<file path="src/rtl/group_quantized_int8_gemv_defines.svh">
// Assertion macros shared by the group-quantised GEMV RTL.
// Each macro expects clk and rst_n in scope at the point of use.
`ifndef GROUP_QUANTIZED_INT8_GEMV_DEFINES_SVH
`define GROUP_QUANTIZED_INT8_GEMV_DEFINES_SVH

// Same-cycle implication, checked outside reset.
`define GQG_ASSERT_IMPL(label, pre, post, msg) \
    label: assert property (@(posedge clk) disable iff (!rst_n) (pre) |-> (post)) \
        else $error(msg);

// Next-cycle implication, checked outside reset.
`define GQG_ASSERT_NEXT(label, pre, post, msg) \
    label: assert property (@(posedge clk) disable iff (!rst_n) (pre) |=> (post)) \
        else $error(msg);

`endif

</file>
<file path="src/rtl/gqg_pkg.sv">
// Package for the group-quantised int8 GEMV column engine.
// Holds sizes, operation codes, control structs and the float32 helper functions.
`timescale 1ns / 1ps
`default_nettype none

package gqg_pkg;

    localparam int GROUP_LEN    = 32;
    localparam int LANES        = 8;
    localparam int MAX_GROUPS   = 8;
    localparam int CHUNKS       = GROUP_LEN / LANES;
    localparam int ROWS         = GROUP_LEN * MAX_GROUPS / LANES;
    localparam int ROW_W        = $clog2(ROWS);
    localparam int CHUNK_W      = $clog2(CHUNKS);
    localparam int GROUP_W      = $clog2(MAX_GROUPS);
    localparam int PROD_W       = 16;
    localparam int PART_W       = 21;
    localparam int GC_W         = 4;

    localparam logic [31:0] CANON_NAN = 32'h7FC0_0000;

    typedef enum logic [1:0] {
        OP_ACT       = 2'd0,
        OP_ACT_SCALE = 2'd1,
        OP_COL_START = 2'd2,
        OP_WEIGHT    = 2'd3
    } op_t;

    typedef enum logic [2:0] {
        FOP_NONE  = 3'd0,
        FOP_INIT  = 3'd1,
        FOP_SCALE = 3'd2,
        FOP_CONV  = 3'd3,
        FOP_TERM  = 3'd4,
        FOP_ACC   = 3'd5
    } fop_t;

    typedef logic [LANES-1:0][PROD_W-1:0] prod_vec_t;

    typedef struct packed {
        logic clear;
        logic accumulate;
    } merge_ctl_t;

    typedef struct packed {
        fop_t        op;
        logic [31:0] init_bits;
    } fpu_ctl_t;

    // Clamp the configured group count into 1..MAX_GROUPS
    function automatic logic [GC_W-1:0] groups_in_use(input logic [GC_W-1:0] gc);
        logic [GC_W-1:0] g;
        g = gc;
        if (g == '0)
            g = GC_W'(1);
        if (g > GC_W'(MAX_GROUPS))
            g = GC_W'(MAX_GROUPS);
        return g;
    endfunction

    // Exact conversion of the group's integer sum to float32
    function automatic logic [31:0] int_to_fp(input logic signed [PART_W-1:0] v);
        logic [PART_W-1:0] mag;
        logic [4:0]        k;
        logic [PART_W+22:0] sh;
        logic [7:0]        ex;
        if (v[PART_W-1])
            mag = PART_W'(-v);
        else
            mag = PART_W'(v);
        k = '0;
        for (int i = 0; i < PART_W; i++)
            if (mag[i])
                k = 5'(i);
        sh = (PART_W+23)'(mag) << (5'd23 - k);
        ex = 8'd127 + 8'(k);
        if (mag == '0)
            return 32'd0;
        return {v[PART_W-1], ex, sh[22:0]};
    endfunction

    // float32 multiply, round to nearest-even, subnormals kept
    function automatic logic [31:0] fp_mul(input logic [31:0] a, input logic [31:0] b);
        logic               sr;
        logic               a_nan, b_nan, a_inf, b_inf, a_zero, b_zero;
        logic [23:0]        ma, mb;
        logic [7:0]         ea, eb;
        logic [47:0]        p, n, x, mask;
        logic [5:0]         lz;
        logic signed [10:0] e;
        logic [7:0]         sh;
        logic [7:0]         exf;
        logic               st, inc;
        logic [30:0]        comb;
        sr     = a[31] ^ b[31];
        a_nan  = (&a[30:23]) && (|a[22:0]);
        b_nan  = (&b[30:23]) && (|b[22:0]);
        a_inf  = (&a[30:23]) && !(|a[22:0]);
        b_inf  = (&b[30:23]) && !(|b[22:0]);
        a_zero = (a[30:0] == 31'd0);
        b_zero = (b[30:0] == 31'd0);
        ma = {|a[30:23], a[22:0]};
        mb = {|b[30:23], b[22:0]};
        ea = (a[30:23] == 8'd0) ? 8'd1 : a[30:23];
        eb = (b[30:23] == 8'd0) ? 8'd1 : b[30:23];
        p  = 48'(ma) * 48'(mb);
        lz = '0;
        for (int i = 0; i < 48; i++)
            if (p[i])
                lz = 6'(47 - i);
        n = p << lz;
        e = 11'(ea) + 11'(eb) - 11'sd126 - 11'(lz);
        if (e >= 11'sd1) begin
            x   = n;
            st  = 1'b0;
            exf = e[7:0];
        end
        else begin
            sh   = (e < -11'sd46) ? 8'd48 : 8'(11'sd1 - e);
            x    = n >> sh;
            mask = ~({48{1'b1}} << sh);
            st   = |(n & mask);
            exf  = 8'd0;
        end
        inc  = x[23] & ((|x[22:0]) | st | x[24]);
        comb = {exf, x[46:24]} + 31'(inc);
        if (a_nan || b_nan || (a_inf && b_zero) || (b_inf && a_zero))
            return CANON_NAN;
        if (a_inf || b_inf)
            return {sr, 8'hFF, 23'd0};
        if (a_zero || b_zero)
            return {sr, 31'd0};
        if (e >= 11'sd255)
            return {sr, 8'hFF, 23'd0};
        return {sr, comb};
    endfunction

    // float32 add, round to nearest-even, subnormals kept
    function automatic logic [31:0] fp_add(input logic [31:0] a, input logic [31:0] b);
        logic [31:0] xb, yb;
        logic        a_nan, b_nan, a_inf, b_inf, sub;
        logic [23:0] mx, my;
        logic [7:0]  ex, ey, d, dd;
        logic [26:0] ax, byf, by, bmask;
        logic [27:0] r;
        logic [26:0] rr;
        logic [4:0]  k, lzc, lim, shl;
        logic [8:0]  e, ef;
        logic        inc;
        logic [30:0] comb;
        a_nan = (&a[30:23]) && (|a[22:0]);
        b_nan = (&b[30:23]) && (|b[22:0]);
        a_inf = (&a[30:23]) && !(|a[22:0]);
        b_inf = (&b[30:23]) && !(|b[22:0]);
        if (b[30:0] > a[30:0]) begin
            xb = b;
            yb = a;
        end
        else begin
            xb = a;
            yb = b;
        end
        mx  = {|xb[30:23], xb[22:0]};
        my  = {|yb[30:23], yb[22:0]};
        ex  = (xb[30:23] == 8'd0) ? 8'd1 : xb[30:23];
        ey  = (yb[30:23] == 8'd0) ? 8'd1 : yb[30:23];
        d   = ex - ey;
        dd  = (d > 8'd27) ? 8'd27 : d;
        ax  = {mx, 3'b000};
        byf = {my, 3'b000};
        bmask = ~({27{1'b1}} << dd);
        by  = (byf >> dd) | 27'(|(byf & bmask));
        sub = xb[31] ^ yb[31];
        if (sub)
            r = {1'b0, ax} - {1'b0, by};
        else
            r = {1'b0, ax} + {1'b0, by};
        k = '0;
        for (int i = 0; i < 27; i++)
            if (r[i])
                k = 5'(i);
        lzc = 5'd26 - k;
        lim = 5'(ex - 8'd1 > 8'd26 ? 8'd26 : ex - 8'd1);
        shl = (lzc < lim) ? lzc : lim;
        if (r[27]) begin
            rr = {r[27:2], r[1] | r[0]};
            e  = 9'(ex) + 9'd1;
        end
        else begin
            rr = r[26:0] << shl;
            e  = 9'(ex) - 9'(shl);
        end
        ef   = rr[26] ? e : 9'd0;
        inc  = rr[2] & (rr[1] | rr[0] | rr[3]);
        comb = {ef[7:0], rr[25:3]} + 31'(inc);
        if (a_nan || b_nan || (a_inf && b_inf && (a[31] != b[31])))
            return CANON_NAN;
        if (a_inf)
            return a;
        if (b_inf)
            return b;
        if (r == 28'd0)
            return {xb[31] & yb[31], 31'd0};
        if (ef >= 9'd255)
            return {xb[31], 8'hFF, 23'd0};
        return {xb[31], comb};
    endfunction

endpackage

`default_nettype wire

</file>
<file path="src/rtl/gqg_lane.sv">
// One multiply lane: registered int8 weight times int8 activation.
// Depends on gqg_pkg for the product width.
`timescale 1ns / 1ps
`default_nettype none

module gqg_lane (
    input  wire logic                          clk,
    input  wire logic                          enable,
    input  wire logic signed [7:0]             weight,
    input  wire logic signed [7:0]             activation,
    output logic signed [gqg_pkg::PROD_W-1:0]  product
);
    import gqg_pkg::*;

    logic signed [PROD_W-1:0] product_reg;

    // Capture the lane product
    always_ff @(posedge clk)
    begin
        if (enable)
        begin
            product_reg <= PROD_W'(weight) * PROD_W'(activation);
        end
    end

    assign product = product_reg;

endmodule

`default_nettype wire

</file>
<file path="config.mk">
export PLATFORM = sky130hd
export DESIGN_NAME = gqg_lane
export DESIGN_NICKNAME = d
export VERILOG_FILES = /design/src/rtl/group_quantized_int8_gemv_defines.svh /design/src/rtl/gqg_pkg.sv /design/src/rtl/gqg_lane.sv
export SDC_FILE = /design/constraint.sdc
export NUM_CORES = 1
export LEC_CHECK = 0
export BUFFER_PORTS_ARGS = -buffer_cell sky130_fd_sc_hd__buf_2
export CAP_MARGIN = 5
export CORE_ASPECT_RATIO = 0.5
export CORE_MARGIN = 3
export CORE_UTILIZATION = 30
export CTS_CLUSTER_SIZE = 25
export DETAILED_ROUTE_END_ITERATION = 10
export HOLD_SLACK_MARGIN = 0.12
export PLACE_DENSITY_LB_ADDON = 0.1
export SLEW_MARGIN = 0
export SYNTH_ARGS = -nofsm -noshare
export SYNTH_HDL_FRONTEND = slang
export SYNTH_SLANG_ARGS = --single-unit
</file>
<file path="constraint.sdc">
create_clock -name clk -period 4.9 [get_ports clk]
set_input_delay 0.245 -clock clk [delete_from_list [all_inputs] [get_ports clk]]
set_output_delay 0.245 -clock clk [all_outputs]
set_load 0.01 [all_outputs]
</file>
==> metrics <==
full die area=11,400 um^2; max-slew headroom at the worst pin=about three quarters; share of post-route cells with drive strength above 1=11.9%; largest cells by area after synthesis=fa_1 (36%), edfxtp_1 (16%), ha_1 (12%), inv_1 (11%), and2_1 (8.9%); Critical Path AT=a little over 4 ns; ports placed on the boundary=34; number of buffers on the longest clock path=2; gate count after technology mapping=309; iteration count of the initial detailed-routing pass=4; CP startpoint=activation[4]; Total Routed Length=between 5000 and 6000 um; total of warnings raised by yosys=0; hold-fix buffers at CTS=0; Post-synth EDFFs=16; Die X=148 um; Hold/Removal Path Class=primary input to flip-flop; grt ovf=0; unique cell type count in the Yosys netlist=29; Mapped Area=approximately 3000 um^2; # DRC=0; kind of capture point of the worst setup path=flip-flop; Max FO, Critical Path=8; Crit path required time=~5 ns; launching element type of the critical path=primary input; Design Power=about 1.6 mW; Final Cycle Share=84.3%; fraction of power consumed by combinational cells=72.9%; number of buffers added by the clock tree synthesis step=3; switching part of the total power=roughly 44%; Maximum Capacitance Violations=0; post-CTS resize count=0; Max Fclk=242 MHz; effective utilization at floorplan=roughly a third; share of synthesized flip-flops with an asynchronous set or reset=0%; Layout area overhead=13.5%; internal power of the cells=~900 uW; global-route wire length before repair=roughly 11,000 um; register share of total power=~17%; Post-Syn Area per Cell=around 9.8 um^2; drt initial violations=between 60 and 70; number of flip-flops in the largest register=16; Port Buf Inserts=33; net switching power of the design=approximately 710 uW; final worst path period need=4.13 ns; Clk pwr share=roughly a tenth; number of sinks handled by clock tree synthesis=16; PD cells=approximately 470 nW/um^2; row count=25; height of the die=about 77 um; drt via density=~4.3; total negative setup slack=0 ns; VDD IR max=around 0.00017 V; top cell type's share of synthesized area=a little over a third; slew at the pin closest to its max-slew limit=0.386 ns; post-DR wirelength/cell=11.6 um; vias in the first global route=2,427; path type of the worst setup path=primary input to flip-flop; layout filler cell count=just over 1,000; total via count in the routed design=about 2,100; total instance count after detailed placement=between 400 and 500; Cell Count, Final, Fillers Out=480; CTS Root Buffer Type=clkbuf_16; post-synthesis register bit count=16; final hold vios=0; final count of pins violating max slew=0; post-synthesis sequential area ratio=15.8%; status=completed; most common cell in the synthesized netlist=inv_1; cell leakage power=1.68 nW; global-route usage over all layers=11.5%; postcts setup bufs=0; area leader, netlist=fa_1; TritonCTS clock tree=done; maximum number of pins on one net before global-route repair=17; sum of net half-perimeters after detailed placement=a little under 5000 um; CTS clk-pin slew, worst paths=0.05 ns; count of H-tree levels built during CTS=1; total core area=9630 um^2; number of diodes added for antenna fixing=0; Main synth FF type=edfxtp_1; number of nets in the layout=~450; area of combinational cells with multiple inputs=2220 um^2; most common library cells after synthesis=inv_1 (88), fa_1 (55), and2_1 (43), ha_1 (29), edfxtp_1 (16); RSZ-0062 raised after global routing=no; number of nets in the synthesized netlist=411; final-report setup violation count=0; number of antenna violations at the first check in global routing=0; hold path startpoint=weight[0]; gp weighted congestion=0.775; FF+latch area=480 um^2; ANT nets after route=0
## layout make-up
cell class | instances | share of cell area (%)
multi-input combinational | 205 | 64.6
sequential | 16 | 14.0
inverter | 88 | 9.59
tap | 135 | 4.91
timing repair buffer | 33 | 4.80
clock buffer | 3 | 2.18
## power by group through the flow
stage	logic [mW]	registers, mW	clock network, mW
2_1_floorplan	0.910	0.318	0
3_3_place_gp	1.19	0.283	0
3_5_place_dp	1.21	0.283	0
4_1_cts	1.21	0.281	0.167
5_1_grt	1.41	0.286	0.175
6_report	1.18	0.280	0.158
## routing by layer
layer	vias to the layer above	wire length (um)	GRT usage, %
met5	-	0	0
met4	0	22	1.11
met3	5	140	2.54
met2	18	2640	19.5
met1	1049	2750	15.6
li1	998	-	-
## path summary, 6_finish.rpt
path / to / slack [ns] / depth (start not counted)
max: product[14] / 0.77 / 16
min: product[0] / 0.39 / 2
## worst max-delay path, stage by stage
cell,delay [ns]
buf_2,0.15
and2_1,0.19
fa_1,0.53
inv_1,0.05
fa_1,0.47
inv_1,0.06
fa_1,0.52
inv_1,0.05
fa_1,0.52
inv_1,0.04
ha_1,0.34
o21a_1,0.21
o31a_1,0.14
nor4b_2,0.30
o21ai_1,0.14
xor2_1,0.15
## logic make-up (layout without fill, tap and decap cells)
family	Yosys count	count (layout)	synth area share (%)
flops	16	16	15.8
buf+inv	88	124	10.9
xor+xnor	14	14	4.04
compound gates	20	20	4.70
fa+ha+maj	84	84	48.2
simple gates	86	86	15.9
mux	1	1	0.371
## stage by stage
step / hold WS [ns] / instance area [um^2] / setup WS (ns) / util (%)
6_report: 0.393 / 3440 / 0.769 / 35.7
3_3_place_gp: 0.650 / 3370 / 0.553 / 35.0
3_5_place_dp: 0.646 / 3370 / 0.486 / 35.0
5_1_grt: 0.410 / 3440 / 0.538 / 35.7
4_1_cts: 0.386 / 3440 / 0.751 / 35.7
2_1_floorplan: 0.357 / 3030 / 0.865 / -
## cell usage in the layout (no fill, tap or decap)
cell type  count
o31a_1         1
mux2_2         1
nor2_1        10
a21oi_4        1
o21a_1         2
xnor2_1       11
clkbuf_16      3
inv_1         88
fa_1          55
and2_1        43
o211ai_1       1
a21boi_1       1
a21o_1         1
edfxtp_1      16
xor2_1         3
o21ai_1        1
o41ai_2        1
nor3_1         2
ha_1          29
a21oi_2        1
a21oi_1        7
nand4_1        1
nor2b_1        9
nand4b_1       1
nand2b_1       1
nand2_1       15
or4_1          1
o21ai_0        3
buf_2         33
nand3_1        2
nor4b_2        1
No activity file was read; power rests on OpenSTA's default activity.
