**src/rtl/group_quantized_int8_gemv_defines.svh**
```systemverilog
// Assertion macros shared by the group-quantised GEMV RTL.
// Each macro expects clk and rst_n in scope at the point of use.
`ifndef GROUP_QUANTIZED_INT8_GEMV_DEFINES_SVH
`define GROUP_QUANTIZED_INT8_GEMV_DEFINES_SVH

// Same-cycle implication, checked outside reset.
`define GQG_ASSERT_IMPL(label, pre, post, msg) \
    label: assert property (@(posedge clk) disable iff (!rst_n) (pre) |-> (post)) \
        else $error(msg);

// Next-cycle implication, checked outside reset.
`define GQG_ASSERT_NEXT(label, pre, post, msg) \
    label: assert property (@(posedge clk) disable iff (!rst_n) (pre) |=> (post)) \
        else $error(msg);

`endif

```
**src/rtl/gqg_pkg.sv**
```systemverilog
// Package for the group-quantised int8 GEMV column engine.
// Holds sizes, operation codes, control structs and the float32 helper functions.
`timescale 1ns / 1ps
`default_nettype none

package gqg_pkg;

    localparam int GROUP_LEN    = 32;
    localparam int LANES        = 8;
    localparam int MAX_GROUPS   = 8;
    localparam int CHUNKS       = GROUP_LEN / LANES;
    localparam int ROWS         = GROUP_LEN * MAX_GROUPS / LANES;
    localparam int ROW_W        = $clog2(ROWS);
    localparam int CHUNK_W      = $clog2(CHUNKS);
    localparam int GROUP_W      = $clog2(MAX_GROUPS);
    localparam int PROD_W       = 16;
    localparam int PART_W       = 21;
    localparam int GC_W         = 4;

    localparam logic [31:0] CANON_NAN = 32'h7FC0_0000;

    typedef enum logic [1:0] {
        OP_ACT       = 2'd0,
        OP_ACT_SCALE = 2'd1,
        OP_COL_START = 2'd2,
        OP_WEIGHT    = 2'd3
    } op_t;

    typedef enum logic [2:0] {
        FOP_NONE  = 3'd0,
        FOP_INIT  = 3'd1,
        FOP_SCALE = 3'd2,
        FOP_CONV  = 3'd3,
        FOP_TERM  = 3'd4,
        FOP_ACC   = 3'd5
    } fop_t;

    typedef logic [LANES-1:0][PROD_W-1:0] prod_vec_t;

    typedef struct packed {
        logic clear;
        logic accumulate;
    } merge_ctl_t;

    typedef struct packed {
        fop_t        op;
        logic [31:0] init_bits;
    } fpu_ctl_t;

    // Clamp the configured group count into 1..MAX_GROUPS
    function automatic logic [GC_W-1:0] groups_in_use(input logic [GC_W-1:0] gc);
        logic [GC_W-1:0] g;
        g = gc;
        if (g == '0)
            g = GC_W'(1);
        if (g > GC_W'(MAX_GROUPS))
            g = GC_W'(MAX_GROUPS);
        return g;
    endfunction

    // Exact conversion of the group's integer sum to float32
    function automatic logic [31:0] int_to_fp(input logic signed [PART_W-1:0] v);
        logic [PART_W-1:0] mag;
        logic [4:0]        k;
        logic [PART_W+22:0] sh;
        logic [7:0]        ex;
        if (v[PART_W-1])
            mag = PART_W'(-v);
        else
            mag = PART_W'(v);
        k = '0;
        for (int i = 0; i < PART_W; i++)
            if (mag[i])
                k = 5'(i);
        sh = (PART_W+23)'(mag) << (5'd23 - k);
        ex = 8'd127 + 8'(k);
        if (mag == '0)
            return 32'd0;
        return {v[PART_W-1], ex, sh[22:0]};
    endfunction

    // float32 multiply, round to nearest-even, subnormals kept
    function automatic logic [31:0] fp_mul(input logic [31:0] a, input logic [31:0] b);
        logic               sr;
        logic               a_nan, b_nan, a_inf, b_inf, a_zero, b_zero;
        logic [23:0]        ma, mb;
        logic [7:0]         ea, eb;
        logic [47:0]        p, n, x, mask;
        logic [5:0]         lz;
        logic signed [10:0] e;
        logic [7:0]         sh;
        logic [7:0]         exf;
        logic               st, inc;
        logic [30:0]        comb;
        sr     = a[31] ^ b[31];
        a_nan  = (&a[30:23]) && (|a[22:0]);
        b_nan  = (&b[30:23]) && (|b[22:0]);
        a_inf  = (&a[30:23]) && !(|a[22:0]);
        b_inf  = (&b[30:23]) && !(|b[22:0]);
        a_zero = (a[30:0] == 31'd0);
        b_zero = (b[30:0] == 31'd0);
        ma = {|a[30:23], a[22:0]};
        mb = {|b[30:23], b[22:0]};
        ea = (a[30:23] == 8'd0) ? 8'd1 : a[30:23];
        eb = (b[30:23] == 8'd0) ? 8'd1 : b[30:23];
        p  = 48'(ma) * 48'(mb);
        lz = '0;
        for (int i = 0; i < 48; i++)
            if (p[i])
                lz = 6'(47 - i);
        n = p << lz;
        e = 11'(ea) + 11'(eb) - 11'sd126 - 11'(lz);
        if (e >= 11'sd1) begin
            x   = n;
            st  = 1'b0;
            exf = e[7:0];
        end
        else begin
            sh   = (e < -11'sd46) ? 8'd48 : 8'(11'sd1 - e);
            x    = n >> sh;
            mask = ~({48{1'b1}} << sh);
            st   = |(n & mask);
            exf  = 8'd0;
        end
        inc  = x[23] & ((|x[22:0]) | st | x[24]);
        comb = {exf, x[46:24]} + 31'(inc);
        if (a_nan || b_nan || (a_inf && b_zero) || (b_inf && a_zero))
            return CANON_NAN;
        if (a_inf || b_inf)
            return {sr, 8'hFF, 23'd0};
        if (a_zero || b_zero)
            return {sr, 31'd0};
        if (e >= 11'sd255)
            return {sr, 8'hFF, 23'd0};
        return {sr, comb};
    endfunction

    // float32 add, round to nearest-even, subnormals kept
    function automatic logic [31:0] fp_add(input logic [31:0] a, input logic [31:0] b);
        logic [31:0] xb, yb;
        logic        a_nan, b_nan, a_inf, b_inf, sub;
        logic [23:0] mx, my;
        logic [7:0]  ex, ey, d, dd;
        logic [26:0] ax, byf, by, bmask;
        logic [27:0] r;
        logic [26:0] rr;
        logic [4:0]  k, lzc, lim, shl;
        logic [8:0]  e, ef;
        logic        inc;
        logic [30:0] comb;
        a_nan = (&a[30:23]) && (|a[22:0]);
        b_nan = (&b[30:23]) && (|b[22:0]);
        a_inf = (&a[30:23]) && !(|a[22:0]);
        b_inf = (&b[30:23]) && !(|b[22:0]);
        if (b[30:0] > a[30:0]) begin
            xb = b;
            yb = a;
        end
        else begin
            xb = a;
            yb = b;
        end
        mx  = {|xb[30:23], xb[22:0]};
        my  = {|yb[30:23], yb[22:0]};
        ex  = (xb[30:23] == 8'd0) ? 8'd1 : xb[30:23];
        ey  = (yb[30:23] == 8'd0) ? 8'd1 : yb[30:23];
        d   = ex - ey;
        dd  = (d > 8'd27) ? 8'd27 : d;
        ax  = {mx, 3'b000};
        byf = {my, 3'b000};
        bmask = ~({27{1'b1}} << dd);
        by  = (byf >> dd) | 27'(|(byf & bmask));
        sub = xb[31] ^ yb[31];
        if (sub)
            r = {1'b0, ax} - {1'b0, by};
        else
            r = {1'b0, ax} + {1'b0, by};
        k = '0;
        for (int i = 0; i < 27; i++)
            if (r[i])
                k = 5'(i);
        lzc = 5'd26 - k;
        lim = 5'(ex - 8'd1 > 8'd26 ? 8'd26 : ex - 8'd1);
        shl = (lzc < lim) ? lzc : lim;
        if (r[27]) begin
            rr = {r[27:2], r[1] | r[0]};
            e  = 9'(ex) + 9'd1;
        end
        else begin
            rr = r[26:0] << shl;
            e  = 9'(ex) - 9'(shl);
        end
        ef   = rr[26] ? e : 9'd0;
        inc  = rr[2] & (rr[1] | rr[0] | rr[3]);
        comb = {ef[7:0], rr[25:3]} + 31'(inc);
        if (a_nan || b_nan || (a_inf && b_inf && (a[31] != b[31])))
            return CANON_NAN;
        if (a_inf)
            return a;
        if (b_inf)
            return b;
        if (r == 28'd0)
            return {xb[31] & yb[31], 31'd0};
        if (ef >= 9'd255)
            return {xb[31], 8'hFF, 23'd0};
        return {xb[31], comb};
    endfunction

endpackage

`default_nettype wire

```
**src/rtl/gqg_fpu.sv**
```systemverilog
// Float32 group update unit: scale product, integer conversion, term, accumulate.
// Depends on gqg_pkg for the float helpers and the control struct.
`timescale 1ns / 1ps
`default_nettype none

module gqg_fpu (
    input  wire logic                          clk,
    input  wire logic                          rst_n,
    input  wire gqg_pkg::fpu_ctl_t             ctl,
    input  wire logic [31:0]                   act_scale,
    input  wire logic [31:0]                   wgt_scale,
    input  wire logic signed [gqg_pkg::PART_W-1:0] partial,
    output logic [31:0]                        acc_bits
);
    import gqg_pkg::*;

    logic [31:0] acc_reg;
    logic [31:0] scale_reg;
    logic [31:0] conv_reg;
    logic [31:0] term_reg;

    // Column accumulator: loaded at column start, updated once per group
    always_ff @(posedge clk or negedge rst_n)
    begin
        if (!rst_n)
        begin
            acc_reg <= '0;
        end
        else
        begin
            case (ctl.op)
                FOP_INIT: acc_reg <= ctl.init_bits;
                FOP_ACC:  acc_reg <= fp_add(acc_reg, term_reg);
                default:  acc_reg <= acc_reg;
            endcase
        end
    end

    // One float operation per cycle, each result registered
    always_ff @(posedge clk)
    begin
        case (ctl.op)
            FOP_SCALE: scale_reg <= fp_mul(act_scale, wgt_scale);
            FOP_CONV:  conv_reg  <= int_to_fp(partial);
            FOP_TERM:  term_reg  <= fp_mul(conv_reg, scale_reg);
            default:   term_reg  <= term_reg;
        endcase
    end

    assign acc_bits = acc_reg;

endmodule

`default_nettype wire

```
**config.mk**
```make
export PLATFORM = sky130hd
export DESIGN_NAME = gqg_fpu
export DESIGN_NICKNAME = d
export VERILOG_FILES = /design/src/rtl/group_quantized_int8_gemv_defines.svh /design/src/rtl/gqg_pkg.sv /design/src/rtl/gqg_fpu.sv
export SDC_FILE = /design/constraint.sdc
export NUM_CORES = 2
export LEC_CHECK = 0
export ABC_AREA = 1
export ABC_CLOCK_PERIOD_IN_PS = 29800
export BUFFER_PORTS_ARGS = -buffer_cell sky130_fd_sc_hd__buf_2
export CAP_MARGIN = 25
export CORE_MARGIN = 2
export CORE_UTILIZATION = 40
export CTS_CLUSTER_SIZE = 8
export DETAILED_ROUTE_END_ITERATION = 10
export HOLD_SLACK_MARGIN = 0.12
export PLACE_DENSITY = 0.59
export SYNTH_ARGS = -nofsm -noshare
export SYNTH_HDL_FRONTEND = slang
export SYNTH_SLANG_ARGS = --single-unit
```
**constraint.sdc**
```tcl
create_clock -name clk -period 29.8 [get_ports clk]
set_input_delay 7.45 -clock clk [delete_from_list [all_inputs] [get_ports clk]]
set_output_delay 7.45 -clock clk [all_outputs]
set_load 0.02 [all_outputs]
```
==> qor.yml <==
yosys:
  syn_inst: 11500
  yosys_most_used_dff: "edfxtp_1"
  ys_ff_latch: 128
  avgSynthCellArea_um2: 6.37
  ys_async_sr_fraction: 0.250
  synth_area_mm2: 0.0735
  ys_types: 84
  synth_warnings: 0
  yosysSeqAreaShare: 0.0501
  synth_edf_count: 96
  synth_nets: 13100
route:
  vias: 75100
  viasPerCell: 5.49
  ant_nets: 0
  first_pass_iters: 8
  routedWlPerCell_um: 20.2
  routed_wl_mm: 276
  drtIter0Drc: 6988
  drc: 0
die:
  std_cell_rows: 157
  pin_count: 154
  die_area_mm2: 0.187
  fp.dieW_um: 433
  core_mm2: 0.183
  start_util: 0.402
  die_h_um: 433
timing:
  rsz0062_at_grt: "no"
  achievable-frequency_mhz: 43.6
  maxSlewViolCount: 0
  slew-limit-headroom: 0.336
  hold_violations: 0
  whs_ns: 0.550
  final.min_clock_period_ns: 22.92
  final.setup_skew_ns: 0.0234
  tightest_slew_ns: 0.985
  fin_crit_sh: 0.769
  setup_viol: 0
  tns_ns: 0
global_route:
  antenna_found_initial: 1
  grt_max_degree: 102
  grt-busiest-layer: "met2"
  grt_pass1_vias: 76000
  grt_pass1_wl_mm: 433
  overflow: 0
  track_usage: 0.295
  grtUsageMet3: 0.0370
  use_met1: 0.373
  met2_usage: 0.493
hold_path:
  hp-class: "flop to flop"
cts:
  cts_buffers: 17
  cts_setup_buffers: 0
  clk_path_buf_depth: 2
  hold_buffers: 0
  cts_resized: 0
  clock_latency_ns: 0.51
  h-tree-depth: 4
  cts_root_buffer: "clkbuf_16"
  cts.clk_slew.worst_paths_ns: 0.06
  cts.sinks: 128
  cts_tree: "built"
outcome:
  status: "finished, final reports clean"
critical_path:
  required_ns: 30.05
  critical_path_buf_inv_count: 16
  critical_path_arrival_ns: 23.16
  critPathSlowestCell: "nand2_2"
  path_class: "input port to flop"
  path_max_fanout: 57
  end_kind: "flop"
  path_common_cell: "nand2_1"
  cp_top_family: "simple AND/OR/NAND/NOR gates"
  crit_path_start_kind: "input port"
  slowest_delay_ns: 0.98
place:
  hpwlAfterDp_mm: 217
  gp_congestion: 1.03
  io_buffers: 153
flow_run:
  drv_cap: 0
cells_and_area:
  final_nets: 12800
  final_layout_size_suffix_gt1_frac: 0.0441
  area_growth_syn_to_layout_pct: 3.35
==> worst min-delay path: cells and delay by family (launching register included) <==
kind / cells / cell delay [ns]
flops: 1 / 0.39
simple gates: 2 / 0.13
==> worst paths after layout <==
path,start,to,slack [ns],cells after the start
setup reg to reg,acc_bits[30]$_DFFE_PN0P_,acc_bits[26]$_DFFE_PN0P_,11.11,103
min in group asynchronous,rst_n,acc_bits[17]$_DFFE_PN0P_,7.03,1
max in group asynchronous,rst_n,acc_bits[22]$_DFFE_PN0P_,22.26,1
hold reg to reg,acc_bits[29]$_DFFE_PN0P_,acc_bits[29]$_DFFE_PN0P_,0.55,2
hold / removal,acc_bits[29]$_DFFE_PN0P_,acc_bits[29]$_DFFE_PN0P_,0.55,2
setup / recovery,act_scale[7],scale_reg[30]$_SDFFCE_PP1N_,6.88,73
==> logic make-up (layout without fill, tap and decap cells) <==
kind of cell / count (synthesis) / in the layout / synth area share
adder cells (fa/ha/maj): 1476 / 1476 / 0.350
other: 0 / 1 / 0
buffers and inverters: 2790 / 2467 / 0.150
AO/OA/AOI/OAI: 965 / 965 / 0.0768
AND/OR/NAND/NOR: 5997 / 5997 / 0.351
XOR/XNOR: 182 / 182 / 0.0221
flip-flops: 128 / 128 / 0.0501
==> routing by layer <==
| metal | vias up | routed length (um) |
|---|---|---|
| li1 | 35200 | - |
| met3 | 683 | 18700 |
| met1 | 36200 | 113000 |
| met4 | 0 | 16000 |
| met5 | - | 0 |
| met2 | 2934 | 128000 |
==> synthesized netlist by cell type (44+ instances only) <==
master    instances  area, um^2
nand4_1         166        1040
o21ai_0         333        1670
xnor2_1          56         490
edfxtp_1         96        2880
buf_2            79         395
a21oi_1         315        1580
fa_1            971       19400
nand3_1        1584        7930
clkbuf_1        432        1620
nor3_1           76         380
ha_1            505        6320
nor2_1          619        2320
xor2_1          122        1070
nor4_1           49         307
inv_1          2124        7970
nand2_1        3321       12500
o21ai_1          44         220
buf_1            52         195
==> per-stage QoR <==
stage	cells	area (um^2)	worst slack, ns	util
6_report	13700	76000	6.88	0.415
5_1_grt	13700	76000	5.50	0.415
4_1_cts	13700	76000	7.15	0.415
3_5_place_dp	13600	75400	6.69	0.412
3_3_place_gp	13600	75400	6.95	0.412
2_1_floorplan	11500	73500	9.80	-
==> layout make-up <==
type	count	area, um^2
antenna	1	2.50
clock buffer	18	429
clock inverter	14	155
fill	19700	107000
inverter	2167	8140
multi-input combinational	8620	58900
sequential	128	3680
tap	2464	3080
timing repair buffer	268	1620
==> placed cells by master, fill, tap and decap left out, types with 56 or more instances in the layout <==
cell type,synthesis,layout
nand2_1,3321,3320
inv_1,2124,2123
nand3_1,1584,1583
fa_1,971,971
nor2_1,619,615
ha_1,505,505
o21ai_0,333,333
a21oi_1,315,315
nand4_1,166,166
buf_2,79,154
xor2_1,122,122
buf_4,16,113
edfxtp_1,96,96
nor3_1,76,73
xnor2_1,56,56
Power is not shown: default switching activity piles up to over one toggle a cycle in this logic, so the estimate is an artifact.
