`src/rtl/group_quantized_int8_gemv_defines.svh`:
```
// Assertion macros shared by the group-quantised GEMV RTL.
// Each macro expects clk and rst_n in scope at the point of use.
`ifndef GROUP_QUANTIZED_INT8_GEMV_DEFINES_SVH
`define GROUP_QUANTIZED_INT8_GEMV_DEFINES_SVH

// Same-cycle implication, checked outside reset.
`define GQG_ASSERT_IMPL(label, pre, post, msg) \
    label: assert property (@(posedge clk) disable iff (!rst_n) (pre) |-> (post)) \
        else $error(msg);

// Next-cycle implication, checked outside reset.
`define GQG_ASSERT_NEXT(label, pre, post, msg) \
    label: assert property (@(posedge clk) disable iff (!rst_n) (pre) |=> (post)) \
        else $error(msg);

`endif

```
`src/rtl/gqg_pkg.sv`:
```
// Package for the group-quantised int8 GEMV column engine.
// Holds sizes, operation codes, control structs and the float32 helper functions.
`timescale 1ns / 1ps
`default_nettype none

package gqg_pkg;

    localparam int GROUP_LEN    = 32;
    localparam int LANES        = 8;
    localparam int MAX_GROUPS   = 8;
    localparam int CHUNKS       = GROUP_LEN / LANES;
    localparam int ROWS         = GROUP_LEN * MAX_GROUPS / LANES;
    localparam int ROW_W        = $clog2(ROWS);
    localparam int CHUNK_W      = $clog2(CHUNKS);
    localparam int GROUP_W      = $clog2(MAX_GROUPS);
    localparam int PROD_W       = 16;
    localparam int PART_W       = 21;
    localparam int GC_W         = 4;

    localparam logic [31:0] CANON_NAN = 32'h7FC0_0000;

    typedef enum logic [1:0] {
        OP_ACT       = 2'd0,
        OP_ACT_SCALE = 2'd1,
        OP_COL_START = 2'd2,
        OP_WEIGHT    = 2'd3
    } op_t;

    typedef enum logic [2:0] {
        FOP_NONE  = 3'd0,
        FOP_INIT  = 3'd1,
        FOP_SCALE = 3'd2,
        FOP_CONV  = 3'd3,
        FOP_TERM  = 3'd4,
        FOP_ACC   = 3'd5
    } fop_t;

    typedef logic [LANES-1:0][PROD_W-1:0] prod_vec_t;

    typedef struct packed {
        logic clear;
        logic accumulate;
    } merge_ctl_t;

    typedef struct packed {
        fop_t        op;
        logic [31:0] init_bits;
    } fpu_ctl_t;

    // Clamp the configured group count into 1..MAX_GROUPS
    function automatic logic [GC_W-1:0] groups_in_use(input logic [GC_W-1:0] gc);
        logic [GC_W-1:0] g;
        g = gc;
        if (g == '0)
            g = GC_W'(1);
        if (g > GC_W'(MAX_GROUPS))
            g = GC_W'(MAX_GROUPS);
        return g;
    endfunction

    // Exact conversion of the group's integer sum to float32
    function automatic logic [31:0] int_to_fp(input logic signed [PART_W-1:0] v);
        logic [PART_W-1:0] mag;
        logic [4:0]        k;
        logic [PART_W+22:0] sh;
        logic [7:0]        ex;
        if (v[PART_W-1])
            mag = PART_W'(-v);
        else
            mag = PART_W'(v);
        k = '0;
        for (int i = 0; i < PART_W; i++)
            if (mag[i])
                k = 5'(i);
        sh = (PART_W+23)'(mag) << (5'd23 - k);
        ex = 8'd127 + 8'(k);
        if (mag == '0)
            return 32'd0;
        return {v[PART_W-1], ex, sh[22:0]};
    endfunction

    // float32 multiply, round to nearest-even, subnormals kept
    function automatic logic [31:0] fp_mul(input logic [31:0] a, input logic [31:0] b);
        logic               sr;
        logic               a_nan, b_nan, a_inf, b_inf, a_zero, b_zero;
        logic [23:0]        ma, mb;
        logic [7:0]         ea, eb;
        logic [47:0]        p, n, x, mask;
        logic [5:0]         lz;
        logic signed [10:0] e;
        logic [7:0]         sh;
        logic [7:0]         exf;
        logic               st, inc;
        logic [30:0]        comb;
        sr     = a[31] ^ b[31];
        a_nan  = (&a[30:23]) && (|a[22:0]);
        b_nan  = (&b[30:23]) && (|b[22:0]);
        a_inf  = (&a[30:23]) && !(|a[22:0]);
        b_inf  = (&b[30:23]) && !(|b[22:0]);
        a_zero = (a[30:0] == 31'd0);
        b_zero = (b[30:0] == 31'd0);
        ma = {|a[30:23], a[22:0]};
        mb = {|b[30:23], b[22:0]};
        ea = (a[30:23] == 8'd0) ? 8'd1 : a[30:23];
        eb = (b[30:23] == 8'd0) ? 8'd1 : b[30:23];
        p  = 48'(ma) * 48'(mb);
        lz = '0;
        for (int i = 0; i < 48; i++)
            if (p[i])
                lz = 6'(47 - i);
        n = p << lz;
        e = 11'(ea) + 11'(eb) - 11'sd126 - 11'(lz);
        if (e >= 11'sd1) begin
            x   = n;
            st  = 1'b0;
            exf = e[7:0];
        end
        else begin
            sh   = (e < -11'sd46) ? 8'd48 : 8'(11'sd1 - e);
            x    = n >> sh;
            mask = ~({48{1'b1}} << sh);
            st   = |(n & mask);
            exf  = 8'd0;
        end
        inc  = x[23] & ((|x[22:0]) | st | x[24]);
        comb = {exf, x[46:24]} + 31'(inc);
        if (a_nan || b_nan || (a_inf && b_zero) || (b_inf && a_zero))
            return CANON_NAN;
        if (a_inf || b_inf)
            return {sr, 8'hFF, 23'd0};
        if (a_zero || b_zero)
            return {sr, 31'd0};
        if (e >= 11'sd255)
            return {sr, 8'hFF, 23'd0};
        return {sr, comb};
    endfunction

    // float32 add, round to nearest-even, subnormals kept
    function automatic logic [31:0] fp_add(input logic [31:0] a, input logic [31:0] b);
        logic [31:0] xb, yb;
        logic        a_nan, b_nan, a_inf, b_inf, sub;
        logic [23:0] mx, my;
        logic [7:0]  ex, ey, d, dd;
        logic [26:0] ax, byf, by, bmask;
        logic [27:0] r;
        logic [26:0] rr;
        logic [4:0]  k, lzc, lim, shl;
        logic [8:0]  e, ef;
        logic        inc;
        logic [30:0] comb;
        a_nan = (&a[30:23]) && (|a[22:0]);
        b_nan = (&b[30:23]) && (|b[22:0]);
        a_inf = (&a[30:23]) && !(|a[22:0]);
        b_inf = (&b[30:23]) && !(|b[22:0]);
        if (b[30:0] > a[30:0]) begin
            xb = b;
            yb = a;
        end
        else begin
            xb = a;
            yb = b;
        end
        mx  = {|xb[30:23], xb[22:0]};
        my  = {|yb[30:23], yb[22:0]};
        ex  = (xb[30:23] == 8'd0) ? 8'd1 : xb[30:23];
        ey  = (yb[30:23] == 8'd0) ? 8'd1 : yb[30:23];
        d   = ex - ey;
        dd  = (d > 8'd27) ? 8'd27 : d;
        ax  = {mx, 3'b000};
        byf = {my, 3'b000};
        bmask = ~({27{1'b1}} << dd);
        by  = (byf >> dd) | 27'(|(byf & bmask));
        sub = xb[31] ^ yb[31];
        if (sub)
            r = {1'b0, ax} - {1'b0, by};
        else
            r = {1'b0, ax} + {1'b0, by};
        k = '0;
        for (int i = 0; i < 27; i++)
            if (r[i])
                k = 5'(i);
        lzc = 5'd26 - k;
        lim = 5'(ex - 8'd1 > 8'd26 ? 8'd26 : ex - 8'd1);
        shl = (lzc < lim) ? lzc : lim;
        if (r[27]) begin
            rr = {r[27:2], r[1] | r[0]};
            e  = 9'(ex) + 9'd1;
        end
        else begin
            rr = r[26:0] << shl;
            e  = 9'(ex) - 9'(shl);
        end
        ef   = rr[26] ? e : 9'd0;
        inc  = rr[2] & (rr[1] | rr[0] | rr[3]);
        comb = {ef[7:0], rr[25:3]} + 31'(inc);
        if (a_nan || b_nan || (a_inf && b_inf && (a[31] != b[31])))
            return CANON_NAN;
        if (a_inf)
            return a;
        if (b_inf)
            return b;
        if (r == 28'd0)
            return {xb[31] & yb[31], 31'd0};
        if (ef >= 9'd255)
            return {xb[31], 8'hFF, 23'd0};
        return {xb[31], comb};
    endfunction

endpackage

`default_nettype wire

```
`src/rtl/gqg_merge.sv`:
```
// Merging stage: adds the lane products into the group's exact integer sum.
// Depends on gqg_pkg for lane count, widths and the control struct.
`timescale 1ns / 1ps
`default_nettype none

module gqg_merge (
    input  wire logic                                clk,
    input  wire logic                                rst_n,
    input  wire gqg_pkg::merge_ctl_t                 ctl,
    input  wire gqg_pkg::prod_vec_t                  products,
    output logic signed [gqg_pkg::PART_W-1:0]        partial
);
    import gqg_pkg::*;

    logic signed [PART_W-1:0] partial_reg;
    logic signed [PART_W-1:0] partial_next;
    logic signed [PART_W-1:0] lane_sum;

    // Sum the lanes
    always_comb
    begin
        lane_sum = '0;
        for (int l = 0; l < LANES; l++)
        begin
            lane_sum = lane_sum + PART_W'(signed'(products[l]));
        end
    end

    // Clear at a column or group boundary, otherwise add the chunk
    always_comb
    begin
        partial_next = partial_reg;
        if (ctl.clear)
        begin
            partial_next = '0;
        end
        else if (ctl.accumulate)
        begin
            partial_next = partial_reg + lane_sum;
        end
    end

    always_ff @(posedge clk or negedge rst_n)
    begin
        if (!rst_n)
        begin
            partial_reg <= '0;
        end
        else
        begin
            partial_reg <= partial_next;
        end
    end

    assign partial = partial_reg;

endmodule

`default_nettype wire

```
`config.mk`:
```
export PLATFORM = sky130hd
export DESIGN_NAME = gqg_merge
export DESIGN_NICKNAME = d
export VERILOG_FILES = /design/src/rtl/group_quantized_int8_gemv_defines.svh /design/src/rtl/gqg_pkg.sv /design/src/rtl/gqg_merge.sv
export SDC_FILE = /design/constraint.sdc
export NUM_CORES = 1
export LEC_CHECK = 0
export BUFFER_PORTS_ARGS = -buffer_cell sky130_fd_sc_hd__buf_2
export CORE_MARGIN = 4
export CORE_UTILIZATION = 35
export CTS_CLUSTER_SIZE = 12
export DETAILED_ROUTE_END_ITERATION = 6
export HOLD_SLACK_MARGIN = 0.05
export SYNTH_ARGS = -nofsm -noshare
export SYNTH_HDL_FRONTEND = slang
export SYNTH_SLANG_ARGS = --single-unit
```
`constraint.sdc`:
```
create_clock -name clk -period 5.35 [get_ports clk]
set_clock_uncertainty 0.05 [all_clocks]
set_input_delay 0.8025 -clock clk [delete_from_list [all_inputs] [get_ports clk]]
set_output_delay 0.8025 -clock clk [all_outputs]
set_load 0.05 [all_outputs]
```
==> flow_metrics.env, run 1 <==
export IMPL_status="finished clean"
export IMPL_cts_resized_gates=0
export IMPL_cts_hold_buffers_added=0
export IMPL_area_growth_pct=21.3
export IMPL_r2r_worst_path_cells=15
export IMPL_routabilityCongestion=0.802
export IMPL_clk_root_buffer_cell="clkbuf_16"
export IMPL_hold_violations=0
export IMPL_number_of_flops_mapped_to_enable_cells_by_yosys=0
export IMPL_multi_input_logic_area_mm2=0.00368
export IMPL_ys_types=40
export IMPL_cts_buffers_inserted=3
export IMPL_pin_count=153
export IMPL_drv_max_cap_violation_count=0
export IMPL_final_seq_area_um2=526
export IMPL_reg2reg_slack_ns=0.68
export IMPL_antenna_found_initial=0
export IMPL_largest_register_ff_count=21
export IMPL_cts_post_setup_buffers_inserted=0
export IMPL_cell_with_the_largest_stage_delay_on_the_worst_path="fa_1"
export IMPL_ys_ff_latch=21
export IMPL_crit_type="in -> reg"
export IMPL_crit_family="adder cells"
export IMPL_critical_path_n_buffers_inverters=3
export IMPL_initial_utilization_pct=36.3
export IMPL_setup_violations_final=0
export IMPL_rows=42
export IMPL_setup_repair_after_global_routing_missed_its_margin="no"
export IMPL_detail_route_vias_per_cell=4.40
export IMPL_synth_top_cell_area_share_pct=51.2
export IMPL_synth_fp_nets=757
export IMPL_reg2reg_from="partial[2]"
export IMPL_layout_drive_gt1_share_pct=25.3
export IMPL_drt_drc_violations_left=0
export IMPL_syn_mean_instance_area_um2=10.2
export IMPL_tritoncts_num_sinks=21
export IMPL_synth_flop_cell="dfrtp_1"
export IMPL_setup_tns_final_ns=0
export IMPL_worstPathMaxFanout=3
export IMPL_finalNonFillerCells=804
export IMPL_placed_cells_incl_taps=800
export IMPL_asyncSetResetFlopFracSynth_pct=100
export IMPL_synthesis_warnings=0
export IMPL_slew_limit_headroom_pct=60.5
export IMPL_place_detailed_hpwl_um=9240
export IMPL_hold_path_class="in -> async"
export IMPL_final_fill_count=1329
export IMPL_insertion_delay_ns=0.25
export IMPL_htree_levels=1
export IMPL_synth_yosys_seq_area_share_pct=10.8
export IMPL_synth_common_cells="176 x inv_1, 125 x fa_1, 23 x ha_1, 21 x dfrtp_1, 16 x nor2_1"
export IMPL_final_min_clock_period_ns=4.95
export IMPL_global_route_usage_total_pct=13.2
export IMPL_drt_pass1_iterations=4
export IMPL_setup_worst_path_start_class="input pin"
export IMPL_critical_path_cell_chain="buf_2, fa_1, fa_1, fa_1, inv_1, fa_1, inv_1, ha_1, fa_1, a211oi_1, o211ai_1, a21oi_1, o21bai_1, a21oi_1, nand3_1, o211a_1"
export IMPL_die_area_mm2=0.0159
export IMPL_worstPathArrival_ns=5.04
export IMPL_synth_top_cell_by_area="fa_1"
export IMPL_antenna_violating_nets_post_route=0
export IMPL_vias=3540
export IMPL_design_final_nets=909
export IMPL_first_global_vias=4020
export IMPL_tritoncts="built"
export IMPL_routed_wl_um=9910
export IMPL_tightestPinTransition_ns=0.592
export IMPL_number_of_diodes=0
export IMPL_grt_start_max_net_pins=26
export IMPL_final_cycle_utilization_of_the_critical_path_pct=92.5
export IMPL_netlist_instances=477
export IMPL_globalRouteOverflowTotal=0
export IMPL_wl_per_cell_um=12.3
export IMPL_chipWidth_um=126
export IMPL_r2r_end="partial[18]"
export IMPL_cts_reportedPaths_clkPinSlew_ns=0.06
export IMPL_grt_pass1_wl_um=17800
export IMPL_cp_end_kind="flip-flop"
export IMPL_die_h_um=126
export IMPL_drt_initial_violations=129
export IMPL_post_synth_top_count_cell="inv_1"
export IMPL_achievable_frequency_mhz=202
export IMPL_synth_top_cells_by_area="fa_1 51%, inv_1 14%, dfrtp_1 11%"
export IMPL_mappedNetlistArea_mm2=0.00488
export IMPL_io_buffer_count=152
export IMPL_worst_setup_path_startpoint="products[98]"
export IMPL_cts_root_to_sink_buffers=2
export IMPL_core_mm2=0.0135
export IMPL_worst_endpoint_required_ns=5.45
export IMPL_final_max_slew_viol_count=0
export IMPL_cpMostUsedCell="fa_1"
export IMPL_slowest_delay_ns=0.56
## cells in the final DEF (no fill, tap or decap), types with 6 or more instances in the layout
master / Yosys / routed
a21oi_1: 14 / 14
buf_2: 0 / 152
dfrtp_1: 21 / 21
fa_1: 125 / 125
ha_1: 23 / 23
inv_1: 176 / 176
mux2i_1: 12 / 12
nand2_1: 6 / 6
nand3_1: 7 / 7
nor2_1: 16 / 16
o21ai_0: 7 / 7
xnor2_1: 14 / 14
xor2_1: 6 / 6
## area by class of cell
| cell class | count | area share, % |
|---|---|---|
| multi-input combinational | 275 | 62.1 |
| timing repair buffer | 152 | 12.8 |
| inverter | 176 | 11.1 |
| sequential | 21 | 8.87 |
| tap | 176 | 3.72 |
| clock buffer | 4 | 1.33 |
## how the worst max path moves through the flow
stage / to / slack [ns] / cells past startpoint
2_1_floorplan: partial[14] / 0.49 / 14
6_report: partial[18] / 0.40 / 16
3_5_place_dp: partial[18] / 0.1 / 16
4_1_cts: partial[18] / 0.38 / 16
5_1_grt: partial[18] / 0.13 / 16
3_3_place_gp: partial[14] / 0.19 / 17
## logic make-up (layout without fill, tap and decap cells)
group | after synthesis | in the layout | synth area share [%]
buffers and inverters | 181 | 332 | 13.9
adders and majority gates | 148 | 148 | 57.1
AOI/OAI and AO/OA | 55 | 55 | 8.09
and+or+nand+nor | 40 | 40 | 4.07
DFF | 21 | 21 | 10.8
xor gates and xnor gates | 20 | 20 | 3.59
muxes | 12 | 12 | 2.46
## per-layer routing
layer,global-route usage (%),part of all wire [%]
met1,17.3,42
met2,23.4,51
met3,1.78,6.2
met4,2.78,1.0
met5,0,0
## worst register-to-register path, stage by stage (launching register included)
cell and delay [ns]:
dfrtp_1 0.41, fa_1 0.47, fa_1 0.51, fa_1 0.56, inv_1 0.05, fa_1 0.47, inv_1 0.04, ha_1 0.22
fa_1 0.49, a211oi_1 0.30, o211ai_1 0.19, a21oi_1 0.22, o21bai_1 0.11, a21oi_1 0.21, nand3_1 0.11, o211a_1 0.16
## metrics by stage
stage          hold WS, ns  instance area [um2]  setup WS, ns  util, %
2_1_floorplan        0.457                 4880         0.491        -
3_3_place_gp         0.516                 5850         0.188     43.5
3_5_place_dp         0.512                 5850        0.0997     43.5
4_1_cts              0.488                 5930         0.377     44.0
5_1_grt              0.507                 5930         0.131     44.0
6_report             0.470                 5930         0.401     44.0
Power of run 1 is not shown: default switching activity piles up to over one toggle a cycle in this logic, so the estimate is an artifact.
==> run 2: changes to the inputs <==
--- a/config.mk
+++ b/config.mk
@@ -11,6 +11,7 @@
 export CTS_CLUSTER_SIZE = 12
 export DETAILED_ROUTE_END_ITERATION = 6
 export HOLD_SLACK_MARGIN = 0.05
+export PLACE_DENSITY = 0.68
 export SYNTH_ARGS = -nofsm -noshare
 export SYNTH_HDL_FRONTEND = slang
 export SYNTH_SLANG_ARGS = --single-unit
==> flow_metrics.env, run 2 (synthesis gave the netlist of run 1 again) <==
export IMPL_status="finished clean"
export IMPL_most_common_layout_cells="176 x inv_1, 152 x buf_2, 125 x fa_1, 23 x ha_1, 21 x dfrtp_1"
export IMPL_number_of_diodes=0
export IMPL_cts_reportedPaths_clkPinSlew_ns=0.06
export IMPL_tritoncts_num_sinks=21
export IMPL_die_area_mm2=0.0159
export IMPL_pin_count=153
export IMPL_grt_start_max_net_pins=26
export IMPL_crit_type="in -> reg"
export IMPL_wl_per_cell_um=12.0
export IMPL_routabilityCongestion=0.787
export IMPL_cts_buffers_inserted=3
export IMPL_htree_levels=1
export IMPL_setup_tns_final_ns=0
export IMPL_area_growth_pct=21.3
export IMPL_r2r_end="partial[18]"
export IMPL_global_route_usage_total_pct=12.9
export IMPL_reg2reg_slack_ns=0.68
export IMPL_antenna_found_initial=0
export IMPL_place_detailed_hpwl_um=9090
export IMPL_worst_endpoint_required_ns=5.45
export IMPL_final_fill_count=1364
export IMPL_hold_violations=0
export IMPL_largest_register_ff_count=21
export IMPL_first_global_vias=3933
export IMPL_clk_root_buffer_cell="clkbuf_16"
export IMPL_drv_max_cap_violation_count=0
export IMPL_cp_end_kind="flip-flop"
export IMPL_slowest_delay_ns=0.53
export IMPL_globalRouteOverflowTotal=0
export IMPL_r2r_worst_path_cells=15
export IMPL_design_final_nets=909
export IMPL_routed_wl_um=9660
export IMPL_grt_pass1_wl_um=17400
export IMPL_slew_limit_headroom_pct=59.0
export IMPL_initial_utilization_pct=36.3
export IMPL_use_met3_pct=2.50
export IMPL_worstPathMaxFanout=3
export IMPL_final_cycle_utilization_of_the_critical_path_pct=93.0
export IMPL_insertion_delay_ns=0.25
export IMPL_achievable_frequency_mhz=201
export IMPL_cts_root_to_sink_buffers=2
export IMPL_io_buffer_count=152
export IMPL_grt_met2_usage_pct=22.2
export IMPL_setup_worst_path_start_class="input pin"
export IMPL_drt_initial_violations=46
export IMPL_globalRouteMet1Util_pct=17.8
export IMPL_core_mm2=0.0135
export IMPL_layout_commonest_cell="inv_1"
export IMPL_die_h_um=126
export IMPL_cts_resized_gates=0
export IMPL_cts_hold_buffers_added=0
export IMPL_cts_post_setup_buffers_inserted=0
export IMPL_cell_with_the_largest_stage_delay_on_the_worst_path="fa_1"
export IMPL_chipWidth_um=126
export IMPL_final_min_clock_period_ns=4.98
export IMPL_vias=3508
export IMPL_detail_route_vias_per_cell=4.36
export IMPL_critical_path_cell_chain="buf_2, inv_1, fa_1, inv_1, fa_1, fa_1, inv_1, fa_1, inv_1, ha_1, fa_1, a211oi_1, o211ai_1, a21oi_1, o21bai_1, a21oi_1, nand3_1, o211a_1"
export IMPL_drt_drc_violations_left=0
export IMPL_cpMostUsedCell="fa_1"
export IMPL_layer_with_the_highest_usage_after_global_routing="met2"
export IMPL_reg2reg_from="partial[2]"
export IMPL_worstPathArrival_ns=5.07
export IMPL_antenna_violating_nets_post_route=0
export IMPL_tritoncts="built"
export IMPL_final_max_slew_viol_count=0
export IMPL_setup_violations_final=0
export IMPL_setup_repair_after_global_routing_missed_its_margin="no"
export IMPL_rows=42
export IMPL_tightestPinTransition_ns=0.614
export IMPL_drt_pass1_iterations=4
export IMPL_hold_path_class="in -> async"
export IMPL_layout_drive_gt1_share_pct=25.3
run 2: cell counts in the layout (fill, tap and decap cells not counted):
Identical to the previous run, type by type.
run 2: layer usage:
layer  part of all wire, %  wire, um  up-vias
met5                     0         0        -
met2                    49      4710       96
li1                      -         -     1696
met4                  0.10        10        0
met3                   7.2       692        2
met1                    44      4240     1714
run 2: worst max path at each step:
| stage | startpoint | to | slack, ns | depth (start not counted) |
|---|---|---|---|---|
| 6_report | products[2] | partial[18] | 0.37 | 18 |
| 5_1_grt | products[2] | partial[18] | 0.11 | 18 |
| 4_1_cts | products[2] | partial[18] | 0.35 | 18 |
| 3_5_place_dp | products[2] | partial[18] | 0.11 | 18 |
| 3_3_place_gp | products[2] | partial[14] | 0.18 | 17 |
| 2_1_floorplan | products[98] | partial[14] | 0.49 | 14 |
run 2: critical path, delay by kind of cell:
| family | cells | cell delay (ns) |
|---|---|---|
| simple gates | 1 | 0.11 |
| fa+ha+maj | 6 | 2.65 |
| compound gates | 6 | 1.24 |
| buf+inv | 5 | 0.27 |
run 2: area by class of cell:
type / instances / area (um2) / share of cell area, %
Clock buffer: 4 / 78.8 / 1.33
Inverter: 176 / 661 / 11.1
Multi-Input combinational cell: 275 / 3680 / 62.1
Sequential cell: 21 / 526 / 8.87
Tap cell: 176 / 220 / 3.72
Timing Repair Buffer: 152 / 761 / 12.8
run 2: stage by stage:
| step | hold WS, ns | cell area, um2 | worst slack [ns] | utilization (%) | std cells |
|---|---|---|---|---|---|
| finish | 0.469 | 5930 | 0.375 | 44.0 | 804 |
| global route | 0.520 | 5930 | 0.107 | 44.0 | 804 |
| CTS | 0.501 | 5930 | 0.349 | 44.0 | 804 |
| detailed placement | 0.520 | 5850 | 0.111 | 43.5 | 800 |
| global placement | 0.518 | 5850 | 0.175 | 43.5 | 800 |
| floorplan | 0.457 | 4880 | 0.491 | - | 477 |
Power of run 2 is left out for the same reason.
==> run 3: changes to the inputs <==
--- a/config.mk
+++ b/config.mk
@@ -5,13 +5,15 @@
 export SDC_FILE = /design/constraint.sdc
 export NUM_CORES = 1
 export LEC_CHECK = 0
+export ABC_AREA = 1
 export BUFFER_PORTS_ARGS = -buffer_cell sky130_fd_sc_hd__buf_2
 export CORE_MARGIN = 4
 export CORE_UTILIZATION = 35
 export CTS_CLUSTER_SIZE = 12
 export DETAILED_ROUTE_END_ITERATION = 6
 export HOLD_SLACK_MARGIN = 0.05
-export PLACE_DENSITY = 0.68
+export PLACE_DENSITY_LB_ADDON = 0.25
+export RECOVER_POWER = 100
 export SYNTH_ARGS = -nofsm -noshare
 export SYNTH_HDL_FRONTEND = slang
 export SYNTH_SLANG_ARGS = --single-unit
==> flow_metrics.env, run 3 <==
export IMPL_status="finished clean"
export IMPL_mappedNetlistArea_mm2=0.00515
export IMPL_die_h_um=129
export IMPL_multi_input_logic_area_mm2=0.00384
export IMPL_globalRouteOverflowTotal=0
export IMPL_setup_worst_path_start_class="input pin"
export IMPL_cts_hold_buffers_added=0
export IMPL_detail_route_vias_per_cell=4.26
export IMPL_ys_types=28
export IMPL_cts_reportedPaths_clkPinSlew_ns=0.06
export IMPL_worstPathArrival_ns=4.66
export IMPL_final_seq_area_um2=526
export IMPL_cell_with_the_largest_stage_delay_on_the_worst_path="fa_1"
export IMPL_synth_yosys_seq_area_share_pct=10.2
export IMPL_first_global_vias=4254
export IMPL_place_detailed_hpwl_um=9880
export IMPL_layout_drive_gt1_share_pct=18.1
export IMPL_r2r_worst_path_cells=17
export IMPL_hold_path_class="reg -> reg"
export IMPL_critical_path_cell_chain="buf_2, fa_1, fa_1, fa_1, inv_1, fa_1, inv_1, ha_1, fa_1, nand3_1, nand3_1, nand2_1, nand2_1, nand2_1, nand2_1, nand2_1, nand2_1, o21ai_0"
export IMPL_final_max_slew_viol_count=0
export IMPL_antenna_violating_nets_post_route=0
export IMPL_design_final_nets=1038
export IMPL_final_min_clock_period_ns=4.53
export IMPL_cts_root_to_sink_buffers=2
export IMPL_core_mm2=0.0145
export IMPL_hold_violations=0
export IMPL_cp_end_kind="flip-flop"
export IMPL_setup_violations_final=0
export IMPL_cts_resized_gates=0
export IMPL_post_synth_top_count_cell="inv_1"
export IMPL_area_growth_pct=19.5
export IMPL_synth_top_cell_by_area="fa_1"
export IMPL_reg2reg_slack_ns=1.10
export IMPL_number_of_flops_mapped_to_enable_cells_by_yosys=0
export IMPL_layout_commonest_cell="inv_1"
export IMPL_clk_root_buffer_cell="clkbuf_16"
export IMPL_initial_utilization_pct=35.6
export IMPL_synth_fp_nets=884
export IMPL_synth_top_cells_by_area="fa_1 49%, inv_1 14%, dfrtp_1 10%"
export IMPL_setup_tns_final_ns=0
export IMPL_setup_repair_after_global_routing_missed_its_margin="no"
export IMPL_grt_start_max_net_pins=22
export IMPL_largest_register_ff_count=21
export IMPL_chipWidth_um=129
export IMPL_synth_top_cell_area_share_pct=48.5
export IMPL_tritoncts_num_sinks=21
export IMPL_rows=44
export IMPL_drt_pass1_iterations=4
export IMPL_cts_buffers_inserted=3
export IMPL_netlist_instances=604
export IMPL_worst_endpoint_required_ns=5.48
export IMPL_die_area_mm2=0.0167
export IMPL_synthesis_warnings=0
export IMPL_final_cycle_utilization_of_the_critical_path_pct=84.8
export IMPL_r2r_end="partial[12]"
export IMPL_slew_limit_headroom_pct=15.7
export IMPL_io_buffer_count=152
export IMPL_wl_per_cell_um=11.5
export IMPL_achievable_frequency_mhz=221
export IMPL_vias=4004
export IMPL_hold_end="partial[7]"
export IMPL_slowest_delay_ns=0.55
export IMPL_crit_type="in -> reg"
export IMPL_number_of_diodes=0
export IMPL_worst_hold_path_stage_count=1
export IMPL_global_route_usage_total_pct=13.8
export IMPL_routabilityCongestion=0.820
export IMPL_pin_count=153
export IMPL_insertion_delay_ns=0.26
export IMPL_final_fill_count=1548
export IMPL_routed_wl_um=10800
export IMPL_ys_ff_latch=21
export IMPL_htree_levels=1
export IMPL_cts_post_setup_buffers_inserted=0
export IMPL_synth_common_cells="199 x inv_1, 125 x fa_1, 122 x nand2_1, 26 x nor2_1, 23 x ha_1"
export IMPL_drt_drc_violations_left=0
export IMPL_worstHoldStart="partial[7]"
export IMPL_drv_max_cap_violation_count=0
export IMPL_most_common_layout_cells="199 x inv_1, 128 x buf_2, 125 x fa_1, 124 x nand2_1, 26 x nor2_1"
export IMPL_drt_initial_violations=88
export IMPL_reg2reg_from="partial[2]"
export IMPL_grt_pass1_wl_um=19000
export IMPL_tightestPinTransition_ns=1.26
export IMPL_synth_flop_cell="dfrtp_1"
export IMPL_antenna_found_initial=0
export IMPL_syn_mean_instance_area_um2=8.53
export IMPL_worstPathMaxFanout=5
export IMPL_cpMostUsedCell="nand2_1"
export IMPL_tritoncts="built"
export IMPL_asyncSetResetFlopFracSynth_pct=100
-- run 3: layer usage --
metal	GRT usage [%]	wire length (um)
met1	18.9	4860
met2	24.2	5160
met3	1.81	695
met4	2.04	67
met5	0	0
-- run 3: per-stage QoR --
stage	utilization, %	area, um2	setup WS [ns]	hold WS [ns]	instances
after floorplan	-	5150	0.978	0.457	604
after global placement	42.3	6130	0.619	0.480	937
after detailed placement	42.3	6130	0.577	0.473	937
after CTS	42.9	6210	0.856	0.488	941
after global routing	42.6	6160	0.519	0.510	941
final	42.6	6160	0.816	0.488	941
-- run 3: cell families after synthesis --
logic type / count (synthesis) / share of synthesized area (%)
xor+xnor: 4 / 0.680
buf+inv: 203 / 15.0
fa+ha+maj: 148 / 54.1
flops: 21 / 10.2
compound gates: 43 / 4.98
simple gates: 185 / 15.0
-- run 3: critical path, delay by kind of cell --
kind	cells	cell delay, ns
adders and majority gates	6	2.77
AOI/OAI and AO/OA	1	0.18
buffers and inverters	3	0.21
and+or+nand+nor	8	0.70
-- run 3: worst max-delay path by stage --
stage / startpoint / cells past startpoint / endpoint
3_3_place_gp: products[2] / 19 / partial[18]
3_5_place_dp: products[98] / 18 / partial[12]
4_1_cts: products[2] / 20 / partial[12]
6_report: products[98] / 18 / partial[12]
5_1_grt: products[98] / 18 / partial[12]
2_1_floorplan: products[98] / 16 / partial[18]
-- run 3: layout make-up --
class | instances | area share [%]
flip-flops and latches | 21 | 8.53
inverters | 199 | 12.1
clock buffers | 4 | 1.28
multi-input cells | 380 | 62.3
repair buffers | 153 | 12.0
well taps | 184 | 3.74
Power of run 3 is left out for the same reason.
